<file path="src/design/dmpb_pkg.sv">
// Shared package for the depth min-pool backprojector.
// Holds field widths, register reset values, register indexes and the
// structs passed between the front, back and remainder units.
`default_nettype none

package dmpb_pkg;

  localparam int DIMW   = 14;   // clamped width/height, holds up to 16383
  localparam int WREGW  = 13;   // image_width / image_height register
  localparam int POOLW  = 5;
  localparam int INVW   = 24;
  localparam int CENW   = 16;
  localparam int ZW     = 16;
  localparam int PTW    = 33;
  localparam int FRACW  = 24;
  localparam int CIDXW  = 3;
  localparam int CDATAW = 24;
  localparam int QDEPTH = 2;

  localparam int DEF_MAX_WIDTH  = 4096;
  localparam int DEF_MAX_HEIGHT = 4096;
  localparam int DEF_MAX_POOL   = 16;

  localparam logic [WREGW-1:0] RST_WIDTH  = 13'd640;
  localparam logic [WREGW-1:0] RST_HEIGHT = 13'd480;
  localparam logic [POOLW-1:0] RST_POOL   = 5'd1;
  localparam logic [INVW-1:0]  RST_INV_FX = 24'd27962;
  localparam logic [INVW-1:0]  RST_INV_FY = 24'd27962;
  localparam logic [CENW-1:0]  RST_CX     = 16'd5120;
  localparam logic [CENW-1:0]  RST_CY     = 16'd3840;

  typedef enum logic [CIDXW-1:0] {
    REG_WIDTH,
    REG_HEIGHT,
    REG_POOL,
    REG_INV_FX,
    REG_INV_FY,
    REG_CX,
    REG_CY
  } reg_idx_t;

  typedef struct packed {
    logic [DIMW-1:0]  w;
    logic [DIMW-1:0]  h;
    logic [POOLW-1:0] p;
    logic [POOLW-1:0] rem_w;   // w % p
    logic [POOLW-1:0] rem_h;   // (h-1) % p
  } geom_t;

  typedef struct packed {
    logic [INVW-1:0] inv_fx;
    logic [INVW-1:0] inv_fy;
    logic [CENW-1:0] cx;
    logic [CENW-1:0] cy;
  } cam_t;

  // Width of a signed block-centre coordinate (pixels)
  function automatic int coord_width(input int mw, input int mh);
    int cw;
    int rw;
    cw = $clog2(mw);
    rw = $clog2(mh);
    return ((cw > rw) ? cw : rw) + 7;
  endfunction

endpackage

`default_nettype wire

</file>
<file path="src/design/dmpb_rem.sv">
// Bit-serial remainder unit: w % p and (h-1) % p, one bit per cycle.
// Uses dmpb_pkg for widths.
`default_nettype none

module dmpb_rem (
  input  logic                       clk,
  input  logic                       rst,
  input  logic                       start,
  input  logic [dmpb_pkg::DIMW-1:0]  num_a,
  input  logic [dmpb_pkg::DIMW-1:0]  num_b,
  input  logic [dmpb_pkg::POOLW-1:0] divisor,
  output logic                       busy,
  output logic [dmpb_pkg::POOLW-1:0] rem_a,
  output logic [dmpb_pkg::POOLW-1:0] rem_b
);
  import dmpb_pkg::*;

  localparam int CNTW = $clog2(DIMW + 1);

  logic [DIMW-1:0]  sh_a;
  logic [DIMW-1:0]  sh_b;
  logic [POOLW-1:0] dv;
  logic [CNTW-1:0]  cnt;

  function automatic logic [POOLW-1:0] rem_step(input logic [POOLW-1:0] r, input logic b,
                                                input logic [POOLW-1:0] d);
    logic [POOLW:0] t;
    t = {r, b};
    if (t >= {1'b0, d}) t = t - {1'b0, d};
    return t[POOLW-1:0];
  endfunction

  always_ff @(posedge clk) begin
    if (rst) begin
      busy <= 1'b0;
      cnt  <= '0;
    end else if (start) begin
      sh_a  <= num_a;
      sh_b  <= num_b;
      dv    <= divisor;
      rem_a <= '0;
      rem_b <= '0;
      cnt   <= CNTW'(DIMW);
      busy  <= 1'b1;
    end else if (busy) begin
      rem_a <= rem_step(rem_a, sh_a[DIMW-1], dv);
      rem_b <= rem_step(rem_b, sh_b[DIMW-1], dv);
      sh_a  <= sh_a << 1;
      sh_b  <= sh_b << 1;
      cnt   <= cnt - CNTW'(1);
      if (cnt == CNTW'(1)) busy <= 1'b0;
    end
  end

endmodule

`default_nettype wire

</file>
<file path="config.mk">
export PLATFORM = sky130hd
export DESIGN_NAME = dmpb_rem
export DESIGN_NICKNAME = d
export VERILOG_FILES = /design/src/design/dmpb_pkg.sv /design/src/design/dmpb_rem.sv
export SDC_FILE = /design/constraint.sdc
export NUM_CORES = 1
export LEC_CHECK = 0
export ABC_CLOCK_PERIOD_IN_PS = 2900
export BUFFER_PORTS_ARGS = -buffer_cell sky130_fd_sc_hd__clkbuf_2
export CORE_ASPECT_RATIO = 1.1
export CORE_MARGIN = 10
export CORE_UTILIZATION = 49
export CTS_CLUSTER_SIZE = 40
export DETAILED_ROUTE_END_ITERATION = 6
export PLACE_DENSITY = 0.81
export REMOVE_ABC_BUFFERS = 1
export SYNTH_ARGS = -nofsm -noshare
export SYNTH_HDL_FRONTEND = slang
export SYNTH_SLANG_ARGS = --single-unit
</file>
<file path="constraint.sdc">
create_clock -name clk -period 2.9 [get_ports clk]
set_clock_uncertainty 0.2 [all_clocks]
set_input_delay 0.29 -clock clk [delete_from_list [all_inputs] [get_ports clk]]
set_output_delay 0.29 -clock clk [all_outputs]
set_load 0.01 [all_outputs]
</file>
# After elaboration in Yosys (flattened, before gate mapping)

Cells that the tools add are included.

Bits in registers: 48
Bits of input ports: 36
Output and inout bits: 11
Word-level logic and storage cells: 32

Add/subtract/negate cells: 3
$lt $le $gt $ge: 2
Eq/ne operators: 1
Multiplexer cells: 13
Bitwise logic cells: 1
Reduce and logical (&&, ||, !) cells: 4

Operators by type and width:

| operator                                                            | count |
|---|---|
| 14-bit 2-to-1 mux                                                   | 4 |
| 5-bit 2-to-1 mux                                                    | 4 |
| 6-bit by 5-bit greater-or-equal comparator with 1-bit output        | 2 |
| 5-bit subtractor                                                    | 2 |
| 4-bit 2-to-1 mux                                                    | 2 |
| 4-bit by 1-bit == test with 1-bit output (second input constant)    | 1 |
| 2-bit AND reduction                                                 | 2 |
| 4-bit by 1-bit subtractor with 4-bit output (second input constant) | 1 |
| 1-bit 2-to-1 mux                                                    | 3 |
| 2-bit nonzero test                                                  | 1 |
| 2-bit OR reduction                                                  | 1 |
| 1-bit NOT                                                           | 1 |

# Depth between registers and ports, before layout

Depth after elaboration: 4
Mapped depth: 8
Depth with buffers taken out: 8

# Least setup slack after synthesis

Ideal clock, no wire load.

Kind: input -> register
From: input port start
To: register rem_a[0] (netlist bit), enable pin
Library setup time: 0.433 ns
Data arrival time: 2.337 ns
Data required time: 2.267 ns
Path slack: -0.070 ns
Cell stages on the path: 4
Path buffers: 2
Cell sequence: buf_2 buf_2 nor2_1 nor2_1

Longest elaborated chain between the ends: 2

RTL lines:

| item                                 | line           | text |
|---|---|---|
| start: declaration                   | dmpb_rem.sv:8  | `input logic start,` |
| 2-bit nonzero test (no source line)  | n/a            |  |
| 2-bit AND reduction (no source line) | n/a            |  |
| end signal: assignment               | dmpb_rem.sv:46 | `rem_a <= rem_step(rem_a, sh_a[DIMW-1], dv);` |
| end: declaration                     | dmpb_rem.sv:13 | `output logic [dmpb_pkg::POOLW-1:0] rem_a,` |

No other way between the ends.
A chain may end at the register's enable or synchronous reset.

# Worst setup path in the final report

From: register sh_b[13]
To: register rem_b[1] (netlist bit), data pin

Longest elaborated chain between the ends: 3
Elaborated cells on any way between the ends: 4
Classes of those cells: add/sub (1); order compare (1); mux (2)

RTL lines:

| item                                                                                                    | line           | text |
|---|---|---|
| start: declaration                                                                                      | dmpb_rem.sv:21 | `logic [DIMW-1:0] sh_b;` |
| start signal: assignment                                                                                | dmpb_rem.sv:39 | `sh_b <= num_b;` |
| start signal: assignment                                                                                | dmpb_rem.sv:49 | `sh_b <= sh_b << 1;` |
| 5-bit subtractor / 6-bit by 5-bit greater-or-equal comparator with 1-bit output (equally long branches) | dmpb_rem.sv:29 | `if (t >= {1'b0, d}) t = t - {1'b0, d};` |
| 5-bit 2-to-1 mux (*)                                                                                    | dmpb_rem.sv:29 |  |
| 5-bit 2-to-1 mux (*)                                                                                    | dmpb_rem.sv:45 | `end else if (busy) begin` |
| end signal: assignment                                                                                  | dmpb_rem.sv:47 | `rem_b <= rem_step(rem_b, sh_b[DIMW-1], dv);` |
| end: declaration                                                                                        | dmpb_rem.sv:14 | `output logic [dmpb_pkg::POOLW-1:0] rem_b` |

Every way passes the cells marked *; elsewhere a longest branch is shown, timed or not. The select of a mux whose other input is x is not followed.

==> out/qor.yml <==
outcome: "finished, final reports clean"
nets: 277
cts_root_buffer: "clkbuf_8"
cp_data_required_time_ps: 2750
start_kind: "flop"
worst-endpoint-arrival_ps: 2140
yosysUniqueCellTypes: 26
place_congestion: 0.758
n_antenna_cell: 0
path_clk_slew_ps: 80
syn_area_per_cell_um2: 13.8
combinationalPowerShare: 0.188
met1_length_um: 2010
gr-usage-all-layers: 0.117
grt_pass1_wl_um: 7670
grt_max_degree: 39
slew_headroom: 0.661
ys_seq_area_frac: 0.586
drc: 0
overflow: 0
ys.warnings.count: 0
ios: 47
cts_max_path_buffers: 2
hold_path_class: "primary input to flop"
synthesis.area_mm2: 0.00237
post-dp-hpwl_um: 3250
final_core_utilization: 0.604
synthXorXnorAreaFrac: 0.0332
postCtsSetupBuffers: 0
met3_length_um: 402
drive_above_1_share: 0.377
synthMuxAreaShare: 0.132
clock_sinks: 48
dp.cells: 271
dieArea_mm2: 0.00803
finalHoldViolations: 0
setup_viol: 0
die-width_um: 86.4
finalCriticalPeriod_ps: 2290
cts_tree: "built"
yosys.area_share.simple: 0.0648
layout-area-overhead-vs-synth_pct: 19.2
grt_pass1_vias: 1570
max_freq_ghz: 0.437
leakage_nw: 1.14
antenna_found_initial: 0
synth_top_family_by_area: "multiplexers"
fp-row-count: 26
htreeDepth: 2
p_seq_frac: 0.526
critical_path_class: "flop to flop"
timing.final.crit_share: 0.789
drt_iter0_drc: 56
switchingPower_w: 0.000397
synthAdderAreaFrac: 0.0801
slew_violations: 0
tightestPinTransition_ps: 509
internal_power_w: 0.00122
port_buffers: 46
power_w: 0.00161
coreArea_mm2: 0.00468
routedWlPerCell_um: 15.9
dr.pass1.iters: 4
wl_met2_um: 2060
ant_nets: 0
cap_violations: 0
path_max_fanout: 8
via_per_inst: 5.13
tns_ps: 0
netSwitchingFraction: 0.246
clockPowerShare: 0.286
top_layer: "met4"
rsz0062_at_grt: "false"
ir_drop_mv: 0.334
stdcell_count: 284
power_density_mw_per_mm2: 570
routed_wl_um: 4520
endpoint_kind: "flop"
synth-seq-cells: 48
cts_inserted_buffers: 5
num_vias: 1458
start_util: 0.507
synth_compound_area_frac: 0.0738
die_h_um: 93.0
clk_latency_ps: 290
synthCells: 172
cells in the final DEF (no fill, tap or decap), drive strengths merged:
master / Yosys / final
dlygate4sd3: 0 / 5
nand3: 4 / 4
xor2: 1 / 1
ha: 12 / 12
a211oi: 4 / 4
bufinv: 0 / 1
and2: 2 / 2
a21oi: 9 / 9
buf: 4 / 2
clkinv: 0 / 2
o221ai: 2 / 2
inv: 13 / 13
dfxtp: 5 / 5
nor2: 12 / 12
mux2i: 2 / 2
nor4b: 1 / 1
nor3: 1 / 1
a311oi: 1 / 1
nand2: 12 / 12
o21ai: 2 / 2
o22ai: 4 / 4
clkbuf: 1 / 51
mux2: 26 / 26
xnor2: 8 / 8
nand3b: 1 / 1
fa: 2 / 2
edfxtp: 43 / 43
metal layers:
| layer | up-vias | global-route usage |
|---|---|---|
| li1 | 738 | - |
| met1 | 672 | 0.146 |
| met2 | 43 | 0.179 |
| met3 | 5 | 0.0573 |
| met4 | 0 | 0.0284 |
| met5 | - | 0 |
kinds of logic after synthesis:
| logic type | count (synthesis) |
|---|---|
| fa+ha+maj | 14 |
| flops | 48 |
| compound gates | 22 |
| buf+inv | 18 |
| simple gates | 33 |
| mux | 28 |
| xor+xnor | 9 |
path summary, 6_finish.rpt:
| kind | slack (ps) | depth (start not counted) | endpoint | startpoint |
|---|---|---|---|---|
| max reg2reg | 610 | 8 | rem_b[1] | sh_b[13] |
| min | 80 | 2 | sh_a[0] | num_a[0] |
| min reg2reg | 350 | 1 | sh_a[9] | sh_a[8] |
| max | 610 | 8 | rem_b[1] | sh_b[13] |
Yosys cell counts:
| cell type | n | share of area |
|---|---|---|
| o21ai_0 | 2 | 0.0042 |
| xnor2_1 | 8 | 0.030 |
| fa_1 | 2 | 0.017 |
| clkbuf_1 | 1 | 0.0016 |
| nand2_1 | 12 | 0.019 |
| ha_1 | 12 | 0.063 |
| o22ai_1 | 4 | 0.011 |
| inv_1 | 13 | 0.021 |
| nor2_1 | 12 | 0.019 |
| nor3_1 | 1 | 0.0021 |
| nand3b_1 | 1 | 0.0032 |
| xor2_1 | 1 | 0.0037 |
| a21oi_1 | 8 | 0.017 |
| dfxtp_1 | 5 | 0.042 |
| a21oi_2 | 1 | 0.0037 |
| nor4b_1 | 1 | 0.0037 |
| mux2i_1 | 2 | 0.0084 |
| a211oi_1 | 4 | 0.013 |
| edfxtp_1 | 43 | 0.54 |
| buf_2 | 4 | 0.0084 |
| nand3_1 | 2 | 0.0042 |
| mux2_2 | 26 | 0.12 |
| nand3_2 | 2 | 0.0084 |
| o221ai_4 | 2 | 0.022 |
| and2_1 | 2 | 0.0053 |
| a311oi_1 | 1 | 0.0037 |
what timing repair did:
action / 4_1_cts / 5_1_grt
hold endpoints to repair: 5 / 0
resized for setup: 0 / 0
hold buffers: 5 / 0
worst max-delay path, stage by stage (launching register included):
cell and delay (ps):
edfxtp_1 400, inv_1 70, ha_1 170, inv_1 60, fa_1 410, a21oi_1 290
o221ai_4 210, mux2i_1 190, nor2_1 50
final cells by class:
| type | instances | area (um^2) |
|---|---|---|
| inverter | 13 | 48.8 |
| tap | 56 | 70.1 |
| timing repair buffer | 53 | 295 |
| clock buffer | 5 | 68.8 |
| clock inverter | 3 | 37.5 |
| fill | 368 | 1850 |
| multi-input combinational | 106 | 918 |
| sequential | 48 | 1390 |
metrics by stage:
stage                     hold slack (ps)  worst slack (ps)  instance area, um^2
final                                78.5               612                 2830
after global routing                 71.5               452                 2830
after CTS                            68.7               600                 2830
after detailed placement              278               645                 2670
after global placement                268               760                 2670
after floorplan                       159               119                 2350
state kept, by name, summed over array words and instances (netlist names):
| register | flops |
|---|---|
| rem_a | 5 |
| busy | 1 |
| dv | 5 |
| rem_b | 5 |
| sh_a | 14 |
| cnt | 4 |
| sh_b | 14 |
power groups by stage:
| stage | Sequential, W | Combinational (W) | Clock, W |
|---|---|---|---|
| 6_report | 0.000849 | 0.000304 | 0.000461 |
| 5_1_grt | 0.000855 | 0.000342 | 0.000512 |
| 4_1_cts | 0.000850 | 0.000307 | 0.000477 |
| 3_5_place_dp | 0.000865 | 0.000298 | 0 |
| 3_3_place_gp | 0.000863 | 0.000291 | 0 |
| 2_1_floorplan | 0.000866 | 0.000202 | 0 |
(Power assumes the default switching activity.)
