--- src/design/dmpb_pkg.sv ---
// Shared package for the depth min-pool backprojector.
// Holds field widths, register reset values, register indexes and the
// structs passed between the front, back and remainder units.
`default_nettype none

package dmpb_pkg;

  localparam int DIMW   = 14;   // clamped width/height, holds up to 16383
  localparam int WREGW  = 13;   // image_width / image_height register
  localparam int POOLW  = 5;
  localparam int INVW   = 24;
  localparam int CENW   = 16;
  localparam int ZW     = 16;
  localparam int PTW    = 33;
  localparam int FRACW  = 24;
  localparam int CIDXW  = 3;
  localparam int CDATAW = 24;
  localparam int QDEPTH = 2;

  localparam int DEF_MAX_WIDTH  = 4096;
  localparam int DEF_MAX_HEIGHT = 4096;
  localparam int DEF_MAX_POOL   = 16;

  localparam logic [WREGW-1:0] RST_WIDTH  = 13'd640;
  localparam logic [WREGW-1:0] RST_HEIGHT = 13'd480;
  localparam logic [POOLW-1:0] RST_POOL   = 5'd1;
  localparam logic [INVW-1:0]  RST_INV_FX = 24'd27962;
  localparam logic [INVW-1:0]  RST_INV_FY = 24'd27962;
  localparam logic [CENW-1:0]  RST_CX     = 16'd5120;
  localparam logic [CENW-1:0]  RST_CY     = 16'd3840;

  typedef enum logic [CIDXW-1:0] {
    REG_WIDTH,
    REG_HEIGHT,
    REG_POOL,
    REG_INV_FX,
    REG_INV_FY,
    REG_CX,
    REG_CY
  } reg_idx_t;

  typedef struct packed {
    logic [DIMW-1:0]  w;
    logic [DIMW-1:0]  h;
    logic [POOLW-1:0] p;
    logic [POOLW-1:0] rem_w;   // w % p
    logic [POOLW-1:0] rem_h;   // (h-1) % p
  } geom_t;

  typedef struct packed {
    logic [INVW-1:0] inv_fx;
    logic [INVW-1:0] inv_fy;
    logic [CENW-1:0] cx;
    logic [CENW-1:0] cy;
  } cam_t;

  // Width of a signed block-centre coordinate (pixels)
  function automatic int coord_width(input int mw, input int mh);
    int cw;
    int rw;
    cw = $clog2(mw);
    rw = $clog2(mh);
    return ((cw > rw) ? cw : rw) + 7;
  endfunction

endpackage

`default_nettype wire

--- src/design/dmpb_queue.sv ---
// Small FIFO of jobs between the front and the back.
// Depth default from dmpb_pkg.
`default_nettype none

module dmpb_queue #(
  parameter int WIDTH = 8,
  parameter int DEPTH = dmpb_pkg::QDEPTH
) (
  input  logic             clk,
  input  logic             rst,
  input  logic             push,
  input  logic [WIDTH-1:0] din,
  input  logic             pop,
  output logic [WIDTH-1:0] dout,
  output logic             empty,
  output logic             full
);

  localparam int AW   = (DEPTH > 1) ? $clog2(DEPTH) : 1;
  localparam int CNTW = $clog2(DEPTH + 1);

  logic [WIDTH-1:0] slots [DEPTH];
  logic [AW-1:0]    rd_ptr;
  logic [AW-1:0]    wr_ptr;
  logic [CNTW-1:0]  count;

  assign empty = (count == '0);
  assign full  = (count == CNTW'(DEPTH));
  assign dout  = slots[rd_ptr];

  function automatic logic [AW-1:0] wrap_inc(input logic [AW-1:0] ptr);
    return (ptr == AW'(DEPTH - 1)) ? '0 : ptr + AW'(1);
  endfunction

  always_ff @(posedge clk) begin
    if (push) slots[wr_ptr] <= din;
  end

  always_ff @(posedge clk) begin
    if (rst) begin
      rd_ptr <= '0;
      wr_ptr <= '0;
      count  <= '0;
    end else begin
      if (push) wr_ptr <= wrap_inc(wr_ptr);
      if (pop)  rd_ptr <= wrap_inc(rd_ptr);
      if (push && !pop)      count <= count + CNTW'(1);
      else if (pop && !push) count <= count - CNTW'(1);
    end
  end

endmodule

`default_nettype wire

--- config.mk ---
export PLATFORM = sky130hd
export DESIGN_NAME = dmpb_queue
export DESIGN_NICKNAME = d
export VERILOG_FILES = /design/src/design/dmpb_pkg.sv /design/src/design/dmpb_queue.sv
export SDC_FILE = /design/constraint.sdc
export NUM_CORES = 1
export LEC_CHECK = 0
export BUFFER_PORTS_ARGS = -buffer_cell sky130_fd_sc_hd__buf_2
export CAP_MARGIN = 20
export CORE_UTILIZATION = 50
export DETAILED_ROUTE_END_ITERATION = 10
export PLACE_DENSITY = 0.89
export SYNTH_ARGS = -nofsm -noshare
export SYNTH_HDL_FRONTEND = slang
export SYNTH_SLANG_ARGS = --single-unit
--- constraint.sdc ---
create_clock -name clk -period 2.1 [get_ports clk]
set_input_delay 0.21 -clock clk [delete_from_list [all_inputs] [get_ports clk]]
set_output_delay 0.21 -clock clk [all_outputs]
set_load 0.03 [all_outputs]
=== Word level (Yosys, flattened, before mapping) ===
Memory sizes are Yosys's and may differ from the RTL's. A register that Yosys moved wholly into a read port is not among the register bits.
Index checks and enable logic that the tools add are counted.

* Register bits: 4
* Memory bits (writable): 16
* Input port bits: 12
* Output and inout bits: 10
* Logic and storage cells: 23
* Memories kept: 1

{| class="wikitable"
|+ Memory list
! name !! depth !! width !! read ports !! clocked after memory_dff !! wr ports !! line !! source
|-
| slots || 2 || 8 || 1 || 1 || 1 || dmpb_queue.sv:22 || <nowiki>logic [WIDTH-1:0] slots [DEPTH];</nowiki>
|}

* Add/sub/neg operators: 4
* Equality and inequality tests: 1
* Mux-type cells: 8
* Reduce and logical (&&, ||, !) cells: 6

{| class="wikitable"
|+ Operator list
! operator !! count
|-
| 1-bit 2-to-1 mux || 6
|-
| 2-bit 2-to-1 mux || 2
|-
| 1-bit adder, second input constant || 2
|-
| 2-bit by 1-bit adder with 2-bit output, second input constant || 1
|-
| 2-bit equality test, second input constant || 1
|-
| 1-bit logical AND || 2
|-
| 1-bit zero test || 2
|-
| 2-bit zero test || 1
|-
| 2-bit nonzero test || 1
|-
| 2-bit by 1-bit subtractor with 2-bit output, second input constant || 1
|}

=== Longest topological paths before layout ===
Gate-level depths: netlist of run 1.

* Word-level depth: 4
* Depth in mapped cells: 5
* Gate-level depth less buffers: 5

=== Least setup slack after synthesis of run 1 ===
No wires, ideal clock.

* Kind: reg2out
* Start point: reg (tool-made name)
* End point: out dout[0]
* Arrival time: 880 ps
* Data required time: 1890 ps
* Slack: 1010 ps
* Stages on the path, launching flop included: 3
* Buffers on the path: 1
* Cells stage by stage: dfxtp_1 -> buf_2 -> mux2_2

{| class="wikitable"
|+ RTL lines
! what !! line !! source
|-
| end: declaration || dmpb_queue.sv:14 || <nowiki>output logic [WIDTH-1:0] dout,</nowiki>
|}

==> impl_results.md, run 1 <==
* Run status: completed
* Complex-gate fraction of the synthesized area at 1.278%
* Final setup violation count at 0
* Via count at 433
* Clock transition at path regs at 110 ps
* Worst setup SP type: flip-flop
* Delay-heaviest family, CP: flip-flops
* Layout Skew at 5.249 ps
* Final Hold Fails at 0
* Crit path max fanout at 8
* Final worst setup slack at 498.0 ps
* Total wire length at 1146 microns
* Core Box Area at 0.001383 sq mm
* DP Cell Count at 82
* Final nets at 85
* Fillcell total at 94
* Largest family of logic cells by synthesized area: multiplexers
* Clock root cell: clkbuf_4
* Die area at 0.001729 sq mm
* Cell variety after synth at 15
* DRC at 0
* First-pass GRT wire length at 1863 microns
* Clock sinks at 21
* Synth Area in Adders at 1.597%
* Final Critical Period at 1602 ps
* Die Y-Extent at 41.58 microns
* Worst Path Class, Setup: flip-flop to primary output
* Buf/Inv on CP at 1
* Mean number of vias per cell at 5.035
* Max-cap violations at 0
* Power density cells at 886.0 mW/mm^2
* Buffers on Ports at 21
* Slew @ Worst Pin at 688.2 ps
* Gr usage total at 14.75%
* Post-DP Area at 902.1 sq um
* Worst setup EP type: primary output
* Number of cell rows at 13
* Critical-path cell list: mux2_2 > buf_2
* P&R area growth vs syn at 18.53%
* Headroom to the max-slew limit at 54.03%
* Hold_buf cts at 0
* Hold/Removal Path Class: primary input to flip-flop
* Post-CTS Resized at 0
* XOR/XNOR Fraction of Synth Area at 4.473%
* Initial antenna violation count at 0
* Routability congestion estimate at 0.6803
* Num ports at 22
* LEAKAGE at 0.0003726 uW
* First drt pass iteration count at 3
* Arrival time worst endpoint at 1390 ps
* Fmax achieved at 624.2 MHz
* TritonCTS Buffers at 3
* Post-DR wirelength/cell at 13.33 microns
* CP max stage cell: dfxtp_1
* Synth Register Bits at 21
* Ys Warns at 0
* Max incr delay on CP at 540 ps
* Clk Latency, worst-skew pair at 280 ps
* Clock tree buffer depth at 2
* Vias in the first global route at 444
* Register area share after synthesis at 74.12%
* Worst VDD drop at 0.0004726 V
* Mapped Avg Cell Area at 16.66 sq um
* Htree depth at 1
* Initial DRC count at 13
* Post-CTS Setup Inserts at 0
* Cell area after layout at 928.4 sq um
* Mux cell area share after synthesis at 11.50%
* Largest net degree at the start of global routing at 12
* Final setup TNS at 0 ps
* Final period util at 76.29%
* Final ANT Viol Nets at 0
* Grt total ovfl at 0
* Initial Util at 56.65%
* R2R Setup Slk at 840 ps
* Simple-gate share of the synthesized area at 5.911%
* Diode count at 0
* Pre-CTS setup slack at 801.8 ps
* Cell area after synthesis at 783.3 sq um
* Syn Inst Count at 47
* Non-filler cells, final at 86
* Slew Limit Fails at 0
* Unrepaired setup endpoints after global routing: no
* TritonCTS clock tree: done
* Req. time, crit path at 1890 ps
* Share of cells above drive strength 1 at 46.48%
* Net count after synthesis at 60
* Die W at 41.58 microns
[sequential cells by signal, indices dropped and copies added (netlist names), named ones only]
signal,flops
count,2
rd_ptr,1
wr_ptr,1
slots,16
[per-layer routing]
layer | track usage, % | wire length (microns)
met3 | 2.609 | 45
met5 | 0 | 0
met1 | 16.67 | 471
met2 | 27.19 | 613
met4 | 5.806 | 15
[per-stage QoR]
step                      power, uW  hold WS, ps  util [%]
after global routing          861.0        95.05     67.15
after floorplan               609.4        279.1         -
after CTS                     832.0        102.4     67.15
after global placement        648.5        399.0     65.25
final                         822.6        108.9     67.15
after detailed placement      655.6        404.3     65.25
[logic make-up after synthesis]
logic type      Yosys count
compound gates            2
flops                    21
mux                       8
fa+ha+maj                 1
buf+inv                   2
xor+xnor                  4
simple gates              9
[cell usage after synthesis]
| master | number | share of area [%] |
|---|---|---|
| or3_1 | 1 | 0.80 |
| xor2_1 | 2 | 2.2 |
| nor2_1 | 5 | 2.4 |
| and2b_2 | 1 | 1.1 |
| mux2_2 | 8 | 12 |
| buf_2 | 1 | 0.64 |
| a21oi_1 | 1 | 0.64 |
| ha_1 | 1 | 1.6 |
| nor2b_1 | 1 | 0.80 |
| xnor2_1 | 2 | 2.2 |
| and2_1 | 1 | 0.80 |
| inv_1 | 1 | 0.48 |
| edfxtp_1 | 16 | 61 |
| dfxtp_1 | 5 | 13 |
| o21ai_0 | 1 | 0.64 |
[report_power, final]
part	switching, uW	internal [uW]
Sequential	18.0	480
Combinational	89.7	57.4
Clock	104	73.6
[worst paths after layout]
check,from,depth (start not counted),endpoint
worst max-delay path,flip-flop,2,dout[2]
worst min-delay path,din[5],1,slots[1][5]$_DFFE_PP_
worst max register to register,wr_ptr$_SDFFE_PP0P_,1,slots[0][4]$_DFFE_PP_
worst min register to register,rd_ptr$_SDFFE_PP0P_,2,rd_ptr$_SDFFE_PP0P_
[cells in the final DEF, fill, tap and decap left out, drive strengths merged, types with 2 or more instances in the layout]
master,count
buf,21
edfxtp,16
mux2,8
nor2,5
dfxtp,5
clkbuf,4
xor2,2
xnor2,2
[cell type report]
cell class	instances	area [sq um]	share of cell area, %
sequential	21	580.6	62.53
multi-input combinational	24	193.9	20.89
timing repair buffer	21	105.1	11.32
clock buffer	4	26.28	2.830
tap	15	18.77	2.022
inverter	1	3.754	0.4043
Power figures use the tool's default switching activity.
==> inputs of run 2 (changes only) <==
ABC_AREA = 1   (was default)
CORE_UTILIZATION = 44   (was 50)
PLACE_DENSITY = 0.83   (was 0.89)
clock period = 1.4 ns   (was 2.1 ns; I/O delays follow)
==> impl_results.md, run 2 <==
* Biggest regs: slots: 16 flops, count: 2 flops
* Arrival time worst endpoint at 1230 ps
* Final Hold Fails at 0
* Vias in the first global route at 480
* R2R cell count at 2
* Htree depth at 1
* Hold/Removal Path Class: primary input to flip-flop
* TritonCTS Buffers at 3
* Post-synth EDFFs at 16
* Most frequent cell after synthesis: edfxtp_1
* First-pass GRT wire length at 1794 microns
* Core Box Area at 0.001727 sq mm
* Share of cells above drive strength 1 at 44.05%
* Largest net degree at the start of global routing at 12
* Worst Path Class, Setup: flip-flop to primary output
* Simple-gate share of the synthesized area at 7.870%
* Max reg flops at 16
* Synth Area in Adders at 1.543%
* Die area at 0.002018 sq mm
* Diode count at 0
* Hold_buf cts at 0
* Via count at 489
* Final worst setup slack at 31.27 ps
* FF-to-FF End: slots[1][4]$_DFFE_PP_
* Commonest cells after routing, fill and taps aside: edfxtp_1 (16), buf_2 (13), inv_1 (8), mux2_2 (8), nor2_1 (7)
* Worst setup EP type: primary output
* Cell variety after synth at 16
* Critical hold path startpoint: din[2]
* Post-DR wirelength/cell at 10.72 microns
* Ys Warns at 0
* Most common cell after layout, fill and taps aside: edfxtp_1
* Fin Hold WS at 24.52 ps
* Post-synth top area share at 59.26%
* Register area at 584.3 sq um
* Initial antenna violation count at 0
* LEAKAGE at 0.0004302 uW
* Buffers on Ports at 21
* Final Critical Period at 1369 ps
* Cell area after layout at 0.001016 sq mm
* Synth cell count leaders: edfxtp_1 (16), inv_1 (8), mux2_2 (8)
* Fin util at 58.84%
* Clk Latency, worst-skew pair at 300 ps
* Synth Register Bits at 21
* Cell area after synthesis at 810.8 sq um
* Power density cells at 1226 mW/mm^2
* P&R area growth vs syn at 25.31%
* Initial DRC count at 5
* Final setup violation count at 0
* Slew Limit Fails at 0
* Register area share after synthesis at 71.60%
* Routability congestion estimate at 0.5974
* Die Y-Extent at 44.93 microns
* Crit path max fanout at 8
* Num ports at 22
* Final ANT Viol Nets at 0
* Final nets at 98
* Mapped Avg Cell Area at 13.98 sq um
* Number of cell rows at 15
* Final period util at 97.77%
* R2R Setup Slk at 390 ps
* Largest area contributor in the netlist: edfxtp_1
* Dpl hpwl at 893.5 microns
* Clock tree buffer depth at 2
* Total wire length at 1168 microns
* Gr usage total at 13.04%
* Mean number of vias per cell at 4.486
* Largest family of logic cells by synthesized area: multiplexers
* Unrepaired setup endpoints after global routing: yes
* Layout Skew at 5.011 ps
* Clock transition at path regs at 110 ps
* Headroom to the max-slew limit at 78.25%
* TritonCTS clock tree: done
* Worst R2R Start: wr_ptr$_SDFFE_PP0P_
* Grt total ovfl at 0
* Req. time, crit path at 1260 ps
* Complex-gate fraction of the synthesized area at 1.235%
* Clock sinks at 21
* Fmax achieved at 730.6 MHz
* Hold Crit Depth at 1
* Worst VDD drop at 0.0006457 V
* Max-cap violations at 0
* Net count after synthesis at 71
* Die W at 44.93 microns
* Slew @ Worst Pin at 325.9 ps
* Clock root cell: clkbuf_4
* XOR/XNOR Fraction of Synth Area at 1.080%
* Area taken by multi-input logic gates at 185.2 sq um
* Fillcell total at 148
* DRC at 0
* Most used DFF post-synth: edfxtp_1
* Mux cell area share after synthesis at 11.11%
* Syn Inst Count at 58
* Worst setup SP type: flip-flop
* Hold path endpoint: slots[1][2]$_DFFE_PP_
* Most flop-heavy register: slots
* Pre-CTS setup slack at 184.0 ps
* Post-DP Area at 950.9 sq um
* Run status: completed
* First drt pass iteration count at 4
* Initial Util at 46.96%
* Top post-synthesis cells by area: edfxtp_1 (59%), dfxtp_1 (12%), mux2_2 (11%)
* Asr flop ratio synth at 0%
==> run 2: worst max path at each step <==
stage,endpoint,slack [ps],depth (start not counted)
3_5_place_dp,dout[3],180,2
6_report,dout[3],30,2
2_1_floorplan,slots[0][0]$_DFFE_PP_,340,1
5_1_grt,dout[3],-30,2
4_1_cts,dout[3],1,2
3_3_place_gp,dout[1],190,2
==> run 2: cell type report <==
class                      count  share of cell area [%]
multi-input combinational     27                   18.23
sequential                    21                   57.51
inverter                       9                   3.325
clock buffer                   4                   2.586
tap                           25                   3.079
timing repair buffer          23                   15.27
==> run 2: cell families after synthesis <==
group | Yosys count
AOI/OAI and AO/OA | 2
muxes | 8
and+or+nand+nor | 15
xor gates and xnor gates | 1
adders and majority gates | 1
buffers and inverters | 10
DFF | 21
==> run 2: timing repair <==
| item | CTS | global route |
|---|---|---|
| setup endpoints to repair | 8 | 8 |
| buffers inserted | 0 | 0 |
| pin swaps | 0 | 0 |
| hold endpoints to repair | 0 | 0 |
| gates cloned | 0 | 0 |
| resized for setup | 2 | 20 |
==> run 2: where the power goes <==
part / internal, uW / leakage [uW] / switching, uW / total [uW]
Sequential: 713 / 0.000192 / 22.4 / 735
Combinational: 102 / 0.000223 / 132 / 234
Clock: 111 / 0.0000150 / 166 / 277
==> run 2: stage by stage <==
stage,std cells,total power (uW),TNS [ps]
final,109,1246,0
after global routing,109,1306,-90.51
after CTS,109,1235,0
after detailed placement,105,961.7,0
after global placement,105,953.4,0
after floorplan,58,896.8,0
==> run 2: worst max-delay path, stage by stage (launching register included) <==
cell and delay (ps):
dfxtp_4 420, mux2_2 350, buf_4 170
==> run 2: routing by layer <==
metal  up-vias  GRT usage [%]  part of all wire (%)
met5         -              0                     0
met4         0          7.273                   2.0
met3         2          4.000                   5.3
met2        17          24.35                    50
met1       220          12.43                    42
li1        250              -                     -
==> inputs of run 3 (changes only) <==
==> constraint.sdc (replaced) <==
create_clock -name clk -period 1.4 [get_ports clk]
set_input_delay 0.14 -clock clk [delete_from_list [all_inputs] [get_ports clk]]
set_output_delay 0.14 -clock clk [all_outputs]
set_load 0.02 [all_outputs]
==> impl_results.md, run 3 (synthesis gave the netlist of run 2 again) <==
* R2R cell count at 2
* Post-CTS Setup Inserts at 0
* Cell area after layout at 985.9 sq um
* Fin util at 57.10%
* Mean number of vias per cell at 4.486
* Delay-heaviest family, CP: flip-flops
* Slew Limit Fails at 0
* Htree depth at 1
* Seq pwr share at 61.4%
* Hold path endpoint: slots[1][2]$_DFFE_PP_
* FF-to-FF End: slots[1][4]$_DFFE_PP_
* Net Sw Frac at 24.19%
* Core Box Area at 0.001727 sq mm
* CP max stage cell: dfxtp_4
* Clock tree buffer depth at 2
* Max reg flops at 16
* Grt total ovfl at 0
* Gr usage total at 13.04%
* Dpl hpwl at 893.5 microns
* Diode count at 0
* Number of cell rows at 15
* Clk network pwr share at 22.9%
* Die Y-Extent at 44.93 microns
* Worst Path Class, Setup: flip-flop to primary output
* Buf/Inv on CP at 1
* Final Hold Fails at 0
* Sw Pwr at 289.7 uW
* Biggest regs: slots: 16 flops, count: 2 flops
* Run status: completed
* Final setup TNS at 0 ps
* Max incr delay on CP at 420 ps
* Post-DR wirelength/cell at 10.51 microns
* Commonest cells after routing, fill and taps aside: buf_2 (19), edfxtp_1 (16), inv_1 (8), mux2_2 (8), nor2_1 (7)
* R2R Setup Slk at 390 ps
* Hold/Removal Path Class: primary input to flip-flop
* Req. time, crit path at 1260 ps
* First drt pass iteration count at 4
* Clock transition at path regs at 100 ps
* Pre-CTS setup slack at 202.7 ps
* Clock root cell: clkbuf_4
* Max-cap violations at 0
* Layout Skew at 3.406 ps
* Largest net degree at the start of global routing at 12
* Critical hold path startpoint: din[2]
* Crit path max fanout at 8
* Die area at 0.002018 sq mm
* Final Critical Period at 1359 ps
* Worst VDD drop at 0.0006372 V
* Final nets at 98
* TritonCTS clock tree: done
* Initial antenna violation count at 0
* Logic pwr share at 15.7%
* First-pass GRT wire length at 1794 microns
* Unrepaired setup endpoints after global routing: yes
* Final worst setup slack at 41.41 ps
* Slew @ Worst Pin at 326.3 ps
* Power density cells at 1215 mW/mm^2
* Initial Util at 46.96%
* Clk Latency, worst-skew pair at 290 ps
* P&R area growth vs syn at 21.60%
* Die W at 44.93 microns
* P_int at 908.0 uW
* Final setup violation count at 0
* Share of cells above drive strength 1 at 44.05%
* Most flop-heavy register: slots
* Headroom to the max-slew limit at 78.22%
* Worst setup SP type: flip-flop
* Hold_buf cts at 0
* Total wire length at 1146 microns
* Num ports at 22
* Fin Hold WS at 26.58 ps
* Hold Crit Depth at 1
* Post-DP Area at 950.9 sq um
* Most common cell after layout, fill and taps aside: buf_2
* Worst setup EP type: primary output
* DRC at 0
* Final ANT Viol Nets at 0
* Buffers on Ports at 21
* TritonCTS Buffers at 3
* Critical-path cell list: mux2_2 > buf_4
* Vias in the first global route at 480
* Via count at 489
* Crit path depth at 2
* Final period util at 97.04%
* Fmax achieved at 736.1 MHz
* Worst R2R Start: wr_ptr$_SDFFE_PP0P_
* Arrival time worst endpoint at 1220 ps
* LEAKAGE at 0.0004200 uW
* Clock sinks at 21
* Initial DRC count at 5
* Routability congestion estimate at 0.5974
[run 3: cell counts in the layout (fill, tap and decap cells not counted)]
Identical to the previous run, type by type.
[run 3: power groups by stage]
stage	clock network [uW]	registers [uW]	logic, uW
2_1_floorplan	0	738	133
3_3_place_gp	0	747	181
3_5_place_dp	0	750	187
4_1_cts	286	737	188
5_1_grt	312	741	207
6_report	274	735	188
[run 3: area by class of cell]
class	count	area (sq um)
tap	25	31.28
inverter	9	33.78
fill	153	740.7
multi-input combinational	27	185.2
clock buffer	4	26.28
timing repair buffer	23	125.1
sequential	21	584.3
[run 3: what timing repair did]
| item | 4_1_cts | 5_1_grt |
|---|---|---|
| resized for setup | 2 | 2 |
| endpoints found under the setup margin | 8 | 7 |
| gates cloned | 0 | 0 |
[run 3: worst register-to-register path, stage by stage (launching register included)]
cell and delay (ps):
dfxtp_1 370, nand2_1 60, inv_1 250
[run 3: metrics by stage]
step / std cells / total power, uW
after global routing: 109 / 1260
after CTS: 109 / 1210
after detailed placement: 105 / 936.9
final: 109 / 1198
after global placement: 105 / 928.7
after floorplan: 58 / 871.6
[run 3: worst max-delay path by stage]
stage | startpoint | to | slack [ps]
6_report | flip-flop | dout[3] | 40
5_1_grt | flip-flop | dout[3] | -20
4_1_cts | flip-flop | dout[3] | 20
3_5_place_dp | flip-flop | dout[3] | 200
3_3_place_gp | flip-flop | dout[1] | 210
2_1_floorplan | wr_ptr$_SDFFE_PP0P_ | slots[0][0]$_DFFE_PP_ | 340
[run 3: routing by layer]
layer	vias to the layer above	track usage, %	wire length (microns)
li1	251	-	-
met1	219	12.43	488
met2	17	24.35	574
met3	2	4.000	60
met4	0	7.273	23
met5	-	0	0
